### src/hdl/lsra_pkg.sv
// shared widths, constants and result record for the linear scan register allocator
`default_nettype none

package lsra_pkg;

  // allocator sizing
  localparam int unsigned NumRegsDefault = 16;
  localparam int unsigned CfgW           = 5;
  localparam logic [CfgW-1:0] CfgReset   = 5'd16;

  // field widths
  localparam int unsigned VarW    = 16;
  localparam int unsigned PosW    = 16;
  localparam int unsigned RegNumW = 4;

  // stream payload widths (byte aligned)
  localparam int unsigned InDataW  = 48;
  localparam int unsigned OutDataW = 40;

  // one allocation result
  typedef struct packed {
    logic [VarW-1:0]    spilled_variable;
    logic               spill_valid;
    logic [RegNumW-1:0] register_number;
    logic               got_register;
    logic [VarW-1:0]    result_variable;
  } lsra_result_t;

endpackage

`default_nettype wire

### src/hdl/linear_scan_register_allocator.sv
// linear scan register allocator: one live interval in, one allocation result out
// an accepted interval passes the sweep, last and decide states; its result is then
// registered in the output register, and no new interval is taken before idle returns;
// the sweep over the entry memory reads one register entry per cycle through its single read port
// (a full output register with a stalled sink holds the decide state)
// reset: all registers free, registers_in_use = 16, no result pending
`default_nettype none

module linear_scan_register_allocator #(
  parameter int unsigned NUM_REGS = lsra_pkg::NumRegsDefault
) (
  input  wire logic                          clk_i,
  input  wire logic                          rst_ni,
  // configuration: registers_in_use
  input  wire logic                          cfg_we_i,
  input  wire logic [lsra_pkg::CfgW-1:0]     cfg_wdata_i,
  // interval input
  input  wire logic                          s_axis_tvalid,
  output logic                               s_axis_tready,
  // variable_id, interval_begin, interval_end
  input  wire logic [lsra_pkg::InDataW-1:0]  s_axis_tdata,
  // first_of_set
  input  wire logic                          s_axis_tuser,
  // allocation result
  output logic                               m_axis_tvalid,
  input  wire logic                          m_axis_tready,
  // result_variable, got_register, register_number, spill_valid,
  // spilled_variable, zero pad
  output logic [lsra_pkg::OutDataW-1:0]      m_axis_tdata
);
  import lsra_pkg::*;

  localparam int unsigned IdxW = (NUM_REGS > 1) ? $clog2(NUM_REGS) : 1;
  localparam int unsigned CmpW = (IdxW > CfgW) ? IdxW : CfgW;
  localparam logic [IdxW-1:0] LastIdx = IdxW'(NUM_REGS - 1);

  typedef enum logic [3:0] {
    StIdle   = 4'b0001,
    StSweep  = 4'b0010,
    StLast   = 4'b0100,
    StDecide = 4'b1000
  } lsra_state_e;

  lsra_state_e state_q, state_d;
  logic [CfgW-1:0]     cfg_q;
  logic [NUM_REGS-1:0] valid_q, valid_d;
  logic [IdxW-1:0]     cnt_q, cnt_d;

  // current interval
  logic [VarW-1:0] var_q;
  logic [PosW-1:0] beg_q, end_q;

  // sweep read stage
  logic            rd_vld_q;
  logic [IdxW-1:0] rd_idx_q;
  logic [PosW-1:0] rd_end_q;
  logic [VarW-1:0] rd_var_q;

  // sweep results
  logic            found_q, found_d;
  logic [IdxW-1:0] found_idx_q, found_idx_d;
  logic            cand_vld_q, cand_vld_d;
  logic [IdxW-1:0] cand_idx_q, cand_idx_d;
  logic [PosW-1:0] cand_end_q, cand_end_d;
  logic [VarW-1:0] cand_var_q, cand_var_d;

  // entry memories
  logic [PosW-1:0] mem_end [NUM_REGS];
  logic [VarW-1:0] mem_var [NUM_REGS];
  logic            mem_we;
  logic [IdxW-1:0] mem_waddr;

  // result handoff
  logic         res_valid, res_ready;
  lsra_result_t res;
  lsra_result_t out_res;

  logic in_xfer;
  logic live, expired, usable;

  assign s_axis_tready = (state_q == StIdle);
  assign in_xfer       = s_axis_tvalid && s_axis_tready;
  assign res_valid     = (state_q == StDecide);

  // per-entry checks on the word read last cycle
  assign expired = valid_q[rd_idx_q] && (rd_end_q < beg_q);
  assign live    = valid_q[rd_idx_q] && !expired;
  assign usable  = CmpW'(rd_idx_q) < CmpW'(cfg_q);

  // sweep and decision
  always_comb begin
    state_d     = state_q;
    valid_d     = valid_q;
    cnt_d       = cnt_q;
    found_d     = found_q;
    found_idx_d = found_idx_q;
    cand_vld_d  = cand_vld_q;
    cand_idx_d  = cand_idx_q;
    cand_end_d  = cand_end_q;
    cand_var_d  = cand_var_q;
    mem_we      = 1'b0;
    mem_waddr   = found_idx_q;
    res         = '0;
    res.result_variable = var_q;

    // expire, track greatest end and lowest free usable register
    if (rd_vld_q) begin
      if (expired) begin
        valid_d[rd_idx_q] = 1'b0;
      end
      if (live && (!cand_vld_q || rd_end_q > cand_end_q)) begin
        cand_vld_d = 1'b1;
        cand_idx_d = rd_idx_q;
        cand_end_d = rd_end_q;
        cand_var_d = rd_var_q;
      end
      if (!live && usable && !found_q) begin
        found_d     = 1'b1;
        found_idx_d = rd_idx_q;
      end
    end

    case (state_q)
      StIdle: begin
        if (in_xfer) begin
          if (s_axis_tuser) begin
            valid_d = '0;
          end
          cnt_d      = '0;
          found_d    = 1'b0;
          cand_vld_d = 1'b0;
          state_d    = StSweep;
        end
      end
      StSweep: begin
        cnt_d = cnt_q + 1'b1;
        if (cnt_q == LastIdx) begin
          state_d = StLast;
        end
      end
      StLast: begin
        state_d = StDecide;
      end
      StDecide: begin
        if (found_q) begin
          res.got_register    = 1'b1;
          res.register_number = RegNumW'(found_idx_q);
        end else begin
          res.spill_valid = 1'b1;
          if (cand_vld_q && (cand_end_q > end_q)) begin
            res.got_register     = 1'b1;
            res.register_number  = RegNumW'(cand_idx_q);
            res.spilled_variable = cand_var_q;
          end else begin
            res.spilled_variable = var_q;
          end
        end
        if (res_ready) begin
          state_d = StIdle;
          if (found_q) begin
            valid_d[found_idx_q] = 1'b1;
            mem_we               = 1'b1;
          end else if (cand_vld_q && (cand_end_q > end_q)) begin
            mem_we    = 1'b1;
            mem_waddr = cand_idx_q;
          end
        end
      end
      default: begin
        state_d = StIdle;
      end
    endcase
  end

  // control state
  always_ff @(posedge clk_i or negedge rst_ni) begin
    if (!rst_ni) begin
      state_q    <= StIdle;
      cfg_q      <= CfgReset;
      valid_q    <= '0;
      cnt_q      <= '0;
      rd_vld_q   <= 1'b0;
      found_q    <= 1'b0;
      cand_vld_q <= 1'b0;
    end else begin
      state_q    <= state_d;
      valid_q    <= valid_d;
      cnt_q      <= cnt_d;
      rd_vld_q   <= (state_q == StSweep);
      found_q    <= found_d;
      cand_vld_q <= cand_vld_d;
      if (cfg_we_i) begin
        cfg_q <= cfg_wdata_i;
      end
    end
  end

  // payload registers
  always_ff @(posedge clk_i) begin
    if (in_xfer) begin
      var_q <= s_axis_tdata[VarW-1:0];
      beg_q <= s_axis_tdata[VarW+PosW-1:VarW];
      end_q <= s_axis_tdata[VarW+2*PosW-1:VarW+PosW];
    end
    rd_idx_q    <= cnt_q;
    found_idx_q <= found_idx_d;
    cand_idx_q  <= cand_idx_d;
    cand_end_q  <= cand_end_d;
    cand_var_q  <= cand_var_d;
  end

  // entry memories: one write, one registered read per cycle
  always_ff @(posedge clk_i) begin
    if (mem_we) begin
      mem_end[mem_waddr] <= end_q;
      mem_var[mem_waddr] <= var_q;
    end
    rd_end_q <= mem_end[cnt_q];
    rd_var_q <= mem_var[cnt_q];
  end

  // result register toward the sink
  lsra_out_reg u_out_reg (
    .clk_i      (clk_i),
    .rst_ni     (rst_ni),
    .in_valid_i (res_valid),
    .in_ready_o (res_ready),
    .in_data_i  (res),
    .out_valid_o(m_axis_tvalid),
    .out_ready_i(m_axis_tready),
    .out_data_o (out_res)
  );

  assign m_axis_tdata = {(OutDataW - $bits(lsra_result_t))'(0), out_res};

endmodule

`default_nettype wire

### src/hdl/lsra_out_reg.sv
// output register that holds one allocation result until the sink takes it
`default_nettype none

module lsra_out_reg (
  input  wire logic                  clk_i,
  input  wire logic                  rst_ni,
  input  wire logic                  in_valid_i,
  output logic                       in_ready_o,
  input  wire lsra_pkg::lsra_result_t in_data_i,
  output logic                       out_valid_o,
  input  wire logic                  out_ready_i,
  output lsra_pkg::lsra_result_t     out_data_o
);
  import lsra_pkg::*;

  logic         valid_q, valid_d;
  lsra_result_t data_q;

  // slot is free when empty or drained in this cycle
  assign in_ready_o = !valid_q || out_ready_i;

  always_comb begin
    valid_d = valid_q;
    if (in_valid_i && in_ready_o) begin
      valid_d = 1'b1;
    end else if (out_ready_i) begin
      valid_d = 1'b0;
    end
  end

  // control state
  always_ff @(posedge clk_i or negedge rst_ni) begin
    if (!rst_ni) begin
      valid_q <= 1'b0;
    end else begin
      valid_q <= valid_d;
    end
  end

  // payload
  always_ff @(posedge clk_i) begin
    if (in_valid_i && in_ready_o) begin
      data_q <= in_data_i;
    end
  end

  assign out_valid_o = valid_q;
  assign out_data_o  = data_q;

endmodule

`default_nettype wire

### config.mk
export PLATFORM = sky130hd
export DESIGN_NAME = linear_scan_register_allocator
export DESIGN_NICKNAME = d
export VERILOG_FILES = /design/src/hdl/lsra_pkg.sv /design/src/hdl/linear_scan_register_allocator.sv /design/src/hdl/lsra_out_reg.sv
export SDC_FILE = /design/constraint.sdc
export NUM_CORES = 1
export LEC_CHECK = 0
export BUFFER_PORTS_ARGS = -buffer_cell sky130_fd_sc_hd__buf_2
export CAP_MARGIN = 20
export CORE_UTILIZATION = 66
export DETAILED_ROUTE_END_ITERATION = 6
export GPL_ROUTABILITY_DRIVEN = 0
export PLACE_DENSITY = 0.84
export SKIP_CTS_REPAIR_TIMING = 1
export SLEW_MARGIN = 20
export SYNTH_ARGS = -nofsm -noshare
export SYNTH_HDL_FRONTEND = slang
export SYNTH_HIERARCHICAL = 1
export SYNTH_SLANG_ARGS = --single-unit
export TNS_END_PERCENT = 50
### constraint.sdc
create_clock -name clk_i -period 17.03 [get_ports clk_i]
set_clock_uncertainty 0.05 [all_clocks]
set_input_delay 3.406 -clock clk_i [delete_from_list [all_inputs] [get_ports clk_i]]
set_output_delay 3.406 -clock clk_i [all_outputs]
set_load 0.01 [all_outputs]
# After elaboration in Yosys (flattened, before gate mapping)
# Memories as Yosys holds them, arrays and structs flattened. A register that Yosys moved wholly into a read port is not among the register bits.
# Cells that the tools add are included.
# W data, S select, Z words.
# op_classes
n_mux,43
addsub,1
n_bitwise,4
reduce_logical,24
magnitude_cmp,8
n_eq_ne,8
# op_table
operator,count
$mux W16,7
$gt A16 B16 Y1,2
$mux W4,8
$pmux W16 S2,1
$mux W1,20
$and A16 B16 Y16,1
$lt A16 B16 Y1,1
$not A16 Y16,1
$or A16 B16 Y16,1
$pmux W4 S4,1
$logic_and A1 B1 Y1,10
$lt A4 B5 Y1 const B,2
$mux W5,2
$demux W1 S4,2
$eq A4 B4 Y1 const B,2
$ge A4 B1 Y1 const B,2
$pmux W4 S2,1
$reduce_and A2 Y1,3
$logic_not A1 Y1,5
$lt A4 B5 Y1,1
$add A4 B1 Y4 const B,1
$bmux W1 S4,1
$eq A4 B1 Y1 const B,1
$eq A4 B2 Y1 const B,1
8 further kinds,11
# word_totals
memories,2
out_inout_bits,42
ram_bits,512
register_bits,163
wordCells,111
# memory_table
memory,words,word_bits,read_ports,rd_clocked_by_memory_dff,write_ports,line,rtl
mem_end,16,16,1,1,1,linear_scan_register_allocator.sv:68,logic [PosW-1:0] mem_end [NUM_REGS];
mem_var,16,16,1,1,1,linear_scan_register_allocator.sv:69,logic [VarW-1:0] mem_var [NUM_REGS];

# Depth between registers and ports, before layout
# depth
word_depth,12
ltp_mapped,10
depth_no_buf,8

# Modules after synthesis
# Netlist, hierarchy kept.
# by_module_without_submodules
mod,seq_area_each_um2,area_per_inst_um2,cells_per_inst,n_inst
linear_scan_register_allocator,19541.2,26569.2,1580,1
lsra_out_reg,1166.1,1194.9,42,1

# Least setup slack after synthesis
# No wires, ideal clock.
# synth_path
path_type,in2reg
startpoint,input port m_axis_tready
endpoint,memory mem_end[3][0] (enable)
path_slack_ns,9.273
t_arrival_ns,7.196
cell_stages,5
required_time_ns,16.469
path_cell_list,nand2b_4 -> and2_1 -> buf_4 -> nand3_1 -> o41ai_1
# synth_between
elab_chain_len,5
# synth_rtl
element,line,rtl
start: declaration,linear_scan_register_allocator.sv:26,"input wire logic m_axis_tready,"
$logic_or A1 B1 Y1 (*),lsra_out_reg.sv:20,assign in_ready_o = !valid_q || out_ready_i;
$mux W1,linear_scan_register_allocator.sv:158,if (res_ready) begin
$mux W1,linear_scan_register_allocator.sv:123,case (state_q)
$mux W1,linear_scan_register_allocator.sv:214,if (mem_we) begin
$mux W1 (not written as such),linear_scan_register_allocator.sv:215,mem_end[mem_waddr] <= end_q;
end: declaration,linear_scan_register_allocator.sv:68,
# Every way passes the cells marked *; elsewhere a longest branch is shown, timed or not.

# Worst setup path in the final report
# layout_path
startpoint,input port m_axis_tready
endpoint,memory mem_var[12][14] (enable)
# layout_between
elab_chain_len,5
# layout_rtl
element,line,rtl
$logic_or A1 B1 Y1 (*),lsra_out_reg.sv:20,
net res_ready,linear_scan_register_allocator.sv:74,"logic res_valid, res_ready;"
$mux W1,linear_scan_register_allocator.sv:158,
$mux W1,linear_scan_register_allocator.sv:123,
$mux W1,linear_scan_register_allocator.sv:214,
$mux W1 (not written as such),linear_scan_register_allocator.sv:216,mem_var[mem_waddr] <= var_q;
end: declaration,linear_scan_register_allocator.sv:69,
# The timed path passes the listed nets; every way through them passes the cells marked *.

==> Flow_metrics.wiki <==
{| class="wikitable"
! Metric !! Value
|-
| Inst Count DP || 2197
|-
| Via Count || between 15k and 20k
|-
| Drc violations || 5
|-
| Overflow left after global routing || 0
|-
| Core area || 0.0412 mm²
|-
| Cells along the critical path || buf_2 > nand2b_4 > and2_1 > nand4_1 > o31ai_4 > buf_4
|-
| Combined global-route utilization of all metal layers || 29.5%
|-
| Post-Route Setup TNS || 0 ns
|-
| Post-route cell area || 0.0314 mm²
|-
| Nature of the critical path startpoint || primary input
|-
| 1st-iter DRT viols || 1905
|-
| Arrival @ worst endpoint || 6.02 ns
|-
| Post-route worst hold slack || 0.341 ns
|-
| Min cycle time layout || 5.81 ns
|-
| Top cell type's share of synthesized area || between 60 and 70%
|-
| Die Span Y || ~210 µm
|-
| Synth-to-layout area growth || 13.0%
|-
| Final Hold Vio Count || 0
|-
| Area enclosed by the die boundary || around 0.043 mm²
|-
| Fraction of synthesis flops using an asynchronous set or reset pin || 4.67%
|-
| Met2 wire length || roughly 31000 µm
|-
| Post-synthesis cell area || 0.0278 mm²
|-
| Clock latency of the later-clocked register in the worst-skew pair || 0.60 ns
|-
| HPWL after DPL || 34200 µm
|-
| Maximum number of pins on one net before global-route repair || 69
|-
| Share of total power in sequential cells || 51.4%
|-
| Setup violators final || 0
|-
| Max-slew violation total from the final report || 0
|-
| Highest Signal Layer || met5
|-
| Number of cells on the worst reg-to-reg path || 9
|-
| Worst Path Max Fanout || 17
|-
| Routed wire length || 62700 µm
|-
| Number of primary I/O pins || 101
|-
| Die Wd || 207 µm
|-
| Length of routed wiring on met1 || 23600 µm
|-
| Total iterations of the first detailed-routing run || 7
|-
| PwrDens || 136 mW/mm²
|-
| TritonCTS buffer count || 70
|-
| Psw || between 1 and 1.5 mW
|-
| Largest vdd supply drop || approximately 0.00013 V
|-
| Net count reported at finish || 1849
|-
| Number of synthesized flops with an enable pin || 638
|-
| Cell area after placement || 0.0289 mm²
|-
| Number of vias per cell after detailed routing || 6.76
|-
| Post-synthesis cell type with the largest combined area || sky130_fd_sc_hd__edfxtp_1
|-
| Clk slew on worst S/H paths || ~0.06 ns
|-
| Vias in the first global route || between 15k and 20k
|-
| Yosys cell types || 62
|-
| Highest-delay cell along the critical path || sky130_fd_sc_hd__o31ai_4
|-
| Depth of the worst hold-timing path || 0
|-
| Leakage power || 10.7 nW
|-
| Relative slew slack || 23.4%
|-
| Maximum clock frequency || 172 MHz
|-
| Slew of the pin with the lowest slew margin || ~1.1 ns
|-
| Row Count || 74
|-
| Filler cell count || 2192
|-
| Post-synthesis sequential area ratio || 74.6%
|-
| Worst min path class || reg2reg
|-
| Number of maximum-capacitance violations || 0
|-
| Register bit count reported by yosys || between 700 and 800
|-
| Root Buffer || sky130_fd_sc_hd__clkbuf_16
|-
| Clock power share || a little under two fifths
|-
| Syn Inst Count || 1622
|-
| CTS H-tree depth || 3
|-
| Failing checks || DRC
|-
| Global-route wire length before repair || 94700 µm
|-
| WL per Instance || 26.9 µm
|-
| Run status || finished with violations
|-
| Count of clock tree sinks || 707
|-
| Cell types occupying the most area after synthesis || sky130_fd_sc_hd__edfxtp_1 (69%), sky130_fd_sc_hd__mux4_2 (5.5%), sky130_fd_sc_hd__mux2i_1 (3.5%)
|-
| Layout cells sized above 1 || 20.1%
|-
| Share of the clock period used by the worst path || 34.1%
|-
| N_diodes || 0
|-
| Initial cell density of the core || around two thirds
|-
| Kind of capture point of the worst setup path || flop
|-
| Routed met3 length || slightly below 6000 µm
|-
| Most used DFF post-synth || sky130_fd_sc_hd__edfxtp_1
|-
| Routed Antenna Nets || 0
|-
| Delay of the slowest cell on the worst path || 1.05 ns
|-
| Syn avg cell area || between 15 and 20 µm²
|-
| Part of the power in combinational logic || between 10 and 15%
|-
| Unrepaired setup endpoints after global routing || no
|-
| Power Internal || 3.21 mW
|-
| Port bufs || 98
|-
| Number of antenna violations at the first check in global routing || 1
|-
| CTS tree || built
|-
| Path type of the worst setup path || in2reg
|-
| Net Sw Frac || 24.6%
|-
| Longest Clk Path Bufs || 3
|-
| Yosys Warn Count || 6
|-
| Worst path required time || 17.24 ns
|-
| Final Non-Filler Cells || 2329
|}
-- power by group through the flow --
stage	logic (mW)	clock network [mW]	registers, mW
floorplan	0.390	0	2.14
global placement	0.456	0	2.21
detailed placement	0.479	0	2.22
CTS	0.490	1.59	2.19
global route	0.532	1.65	2.20
finish	0.490	1.58	2.19
-- path summary, 6_finish.rpt --
| path | to | startpoint | slack [ns] |
|---|---|---|---|
| worst max register to register | mem_var[12][14]$_DFFE_PP_ | end_q[12]$_DFFE_PP_ | 11.81 |
| max in group asynchronous | cnt_q[0]$_DFFE_PN0P_ | rst_ni | 13.54 |
| min in group asynchronous | valid_q[0]$_DFF_PN0_ | rst_ni | 2.83 |
| worst max-delay path | mem_var[12][14]$_DFFE_PP_ | m_axis_tready | 11.22 |
| worst min register to register | cand_var_q[10]$_DFFE_PP_ | rd_var_q[10]$_DFF_P_ | 0.34 |
| worst min-delay path | cand_var_q[10]$_DFFE_PP_ | rd_var_q[10]$_DFF_P_ | 0.34 |
-- stage by stage --
stage	utilization, %	worst slack (ns)	total power [mW]
after global routing	76.1	11.14	4.39
after detailed placement	70.2	10.74	2.70
after floorplan	-	9.27	2.53
after global placement	70.1	10.93	2.67
after CTS	75.9	11.36	4.27
final	76.1	11.22	4.26
-- flip-flops by register name, indices dropped and copies added, names as in the netlist, 5 cells and up --
signal / flops
beg_q: 16
rd_var_q: 16
rd_end_q: 16
cand_var_q: 16
mem_end: 256
end_q: 16
var_q: 16
cand_end_q: 16
cfg_q: 5
mem_var: 256
valid_q: 16
u_out_reg/out_data_o: 38
-- cells by family (layout without fill, tap and decap cells) --
family                     Yosys count  count (layout)  share of synthesized area [%]
DFF                                707             707                           74.6
AOI/OAI and AO/OA                  279             279                           6.35
and+or+nand+nor                    248             248                           4.35
muxes                              198             198                           10.3
buffers and inverters              138             312                           2.05
adders and majority gates           51              51                           2.30
other                                1               2                         0.0135
-- synthesized netlist by cell type (4+ instances only) --
cell / number
sky130_fd_sc_hd__a21oi_1: 63
sky130_fd_sc_hd__a221oi_1: 32
sky130_fd_sc_hd__a22oi_1: 35
sky130_fd_sc_hd__a31oi_1: 5
sky130_fd_sc_hd__a32o_1: 6
sky130_fd_sc_hd__and3_1: 4
sky130_fd_sc_hd__buf_1: 4
sky130_fd_sc_hd__buf_2: 23
sky130_fd_sc_hd__clkbuf_1: 50
sky130_fd_sc_hd__dfrtp_1: 31
sky130_fd_sc_hd__dfxtp_1: 36
sky130_fd_sc_hd__edfxtp_1: 638
sky130_fd_sc_hd__ha_1: 51
sky130_fd_sc_hd__inv_1: 56
sky130_fd_sc_hd__mux2_2: 32
sky130_fd_sc_hd__mux2i_1: 98
sky130_fd_sc_hd__mux4_2: 68
sky130_fd_sc_hd__nand2_1: 110
sky130_fd_sc_hd__nand2b_1: 11
sky130_fd_sc_hd__nand3_1: 34
sky130_fd_sc_hd__nand4_1: 13
sky130_fd_sc_hd__nor2_1: 21
sky130_fd_sc_hd__nor2b_1: 16
sky130_fd_sc_hd__nor3_1: 11
sky130_fd_sc_hd__nor4_1: 8
sky130_fd_sc_hd__o21ai_0: 106
sky130_fd_sc_hd__o41ai_1: 5
-- layer usage --
metal	vias to the layer above	track usage (%)
met5	-	0
met4	2	11.0
met3	153	5.35
met2	944	49.0
met1	7980	39.8
li1	6654	-
-- layout make-up --
class	instances	area (µm²)	area share (%)
Clock buffer	100	2000	6.37
Clock inverter	30	369	1.18
Inverter	57	219	0.698
Multi-Input combinational cell	778	6640	21.2
Sequential cell	707	20700	66.0
Tap cell	532	666	2.12
Timing Repair Buffer	125	753	2.40
-- critical path, delay by kind of cell --
kind | cells | cell delay (ns)
AOI/OAI and AO/OA | 1 | 1.05
and+or+nand+nor | 3 | 1.02
buffers and inverters | 2 | 0.51
-- cells in the final DEF, fill, tap and decap left out, types with 3 or more instances in the layout --
| cell type | count |
|---|---|
| sky130_fd_sc_hd__inv_1 | 55 |
| sky130_fd_sc_hd__nor3_1 | 10 |
| sky130_fd_sc_hd__nand3_1 | 34 |
| sky130_fd_sc_hd__buf_2 | 98 |
| sky130_fd_sc_hd__nand2b_1 | 11 |
| sky130_fd_sc_hd__a32o_2 | 4 |
| sky130_fd_sc_hd__o21ai_4 | 4 |
| sky130_fd_sc_hd__nand2_1 | 109 |
| sky130_fd_sc_hd__clkinv_2 | 6 |
| sky130_fd_sc_hd__clkinv_1 | 9 |
| sky130_fd_sc_hd__mux2_2 | 32 |
| sky130_fd_sc_hd__mux2i_1 | 98 |
| sky130_fd_sc_hd__nand4_1 | 13 |
| sky130_fd_sc_hd__dfrtp_1 | 28 |
| sky130_fd_sc_hd__and3_1 | 4 |
| sky130_fd_sc_hd__nor4_1 | 8 |
| sky130_fd_sc_hd__buf_16 | 3 |
| sky130_fd_sc_hd__a22oi_1 | 35 |
| sky130_fd_sc_hd__and2_1 | 3 |
| sky130_fd_sc_hd__nand2_2 | 3 |
| sky130_fd_sc_hd__nor2b_1 | 15 |
| sky130_fd_sc_hd__clkbuf_16 | 74 |
| sky130_fd_sc_hd__buf_4 | 24 |
| sky130_fd_sc_hd__o41ai_1 | 4 |
| sky130_fd_sc_hd__ha_1 | 51 |
| sky130_fd_sc_hd__clkbuf_1 | 21 |
| sky130_fd_sc_hd__a221oi_1 | 32 |
| sky130_fd_sc_hd__a21oi_1 | 62 |
| sky130_fd_sc_hd__bufinv_16 | 8 |
| sky130_fd_sc_hd__clkinvlp_4 | 3 |
| sky130_fd_sc_hd__o21ai_0 | 102 |
| sky130_fd_sc_hd__edfxtp_1 | 638 |
| sky130_fd_sc_hd__nor2_1 | 20 |
| sky130_fd_sc_hd__a31oi_1 | 5 |
| sky130_fd_sc_hd__or3_1 | 3 |
| sky130_fd_sc_hd__dfxtp_1 | 36 |
| sky130_fd_sc_hd__mux4_2 | 68 |
| sky130_fd_sc_hd__clkbuf_8 | 5 |
No activity file was read; power rests on OpenSTA's default activity.
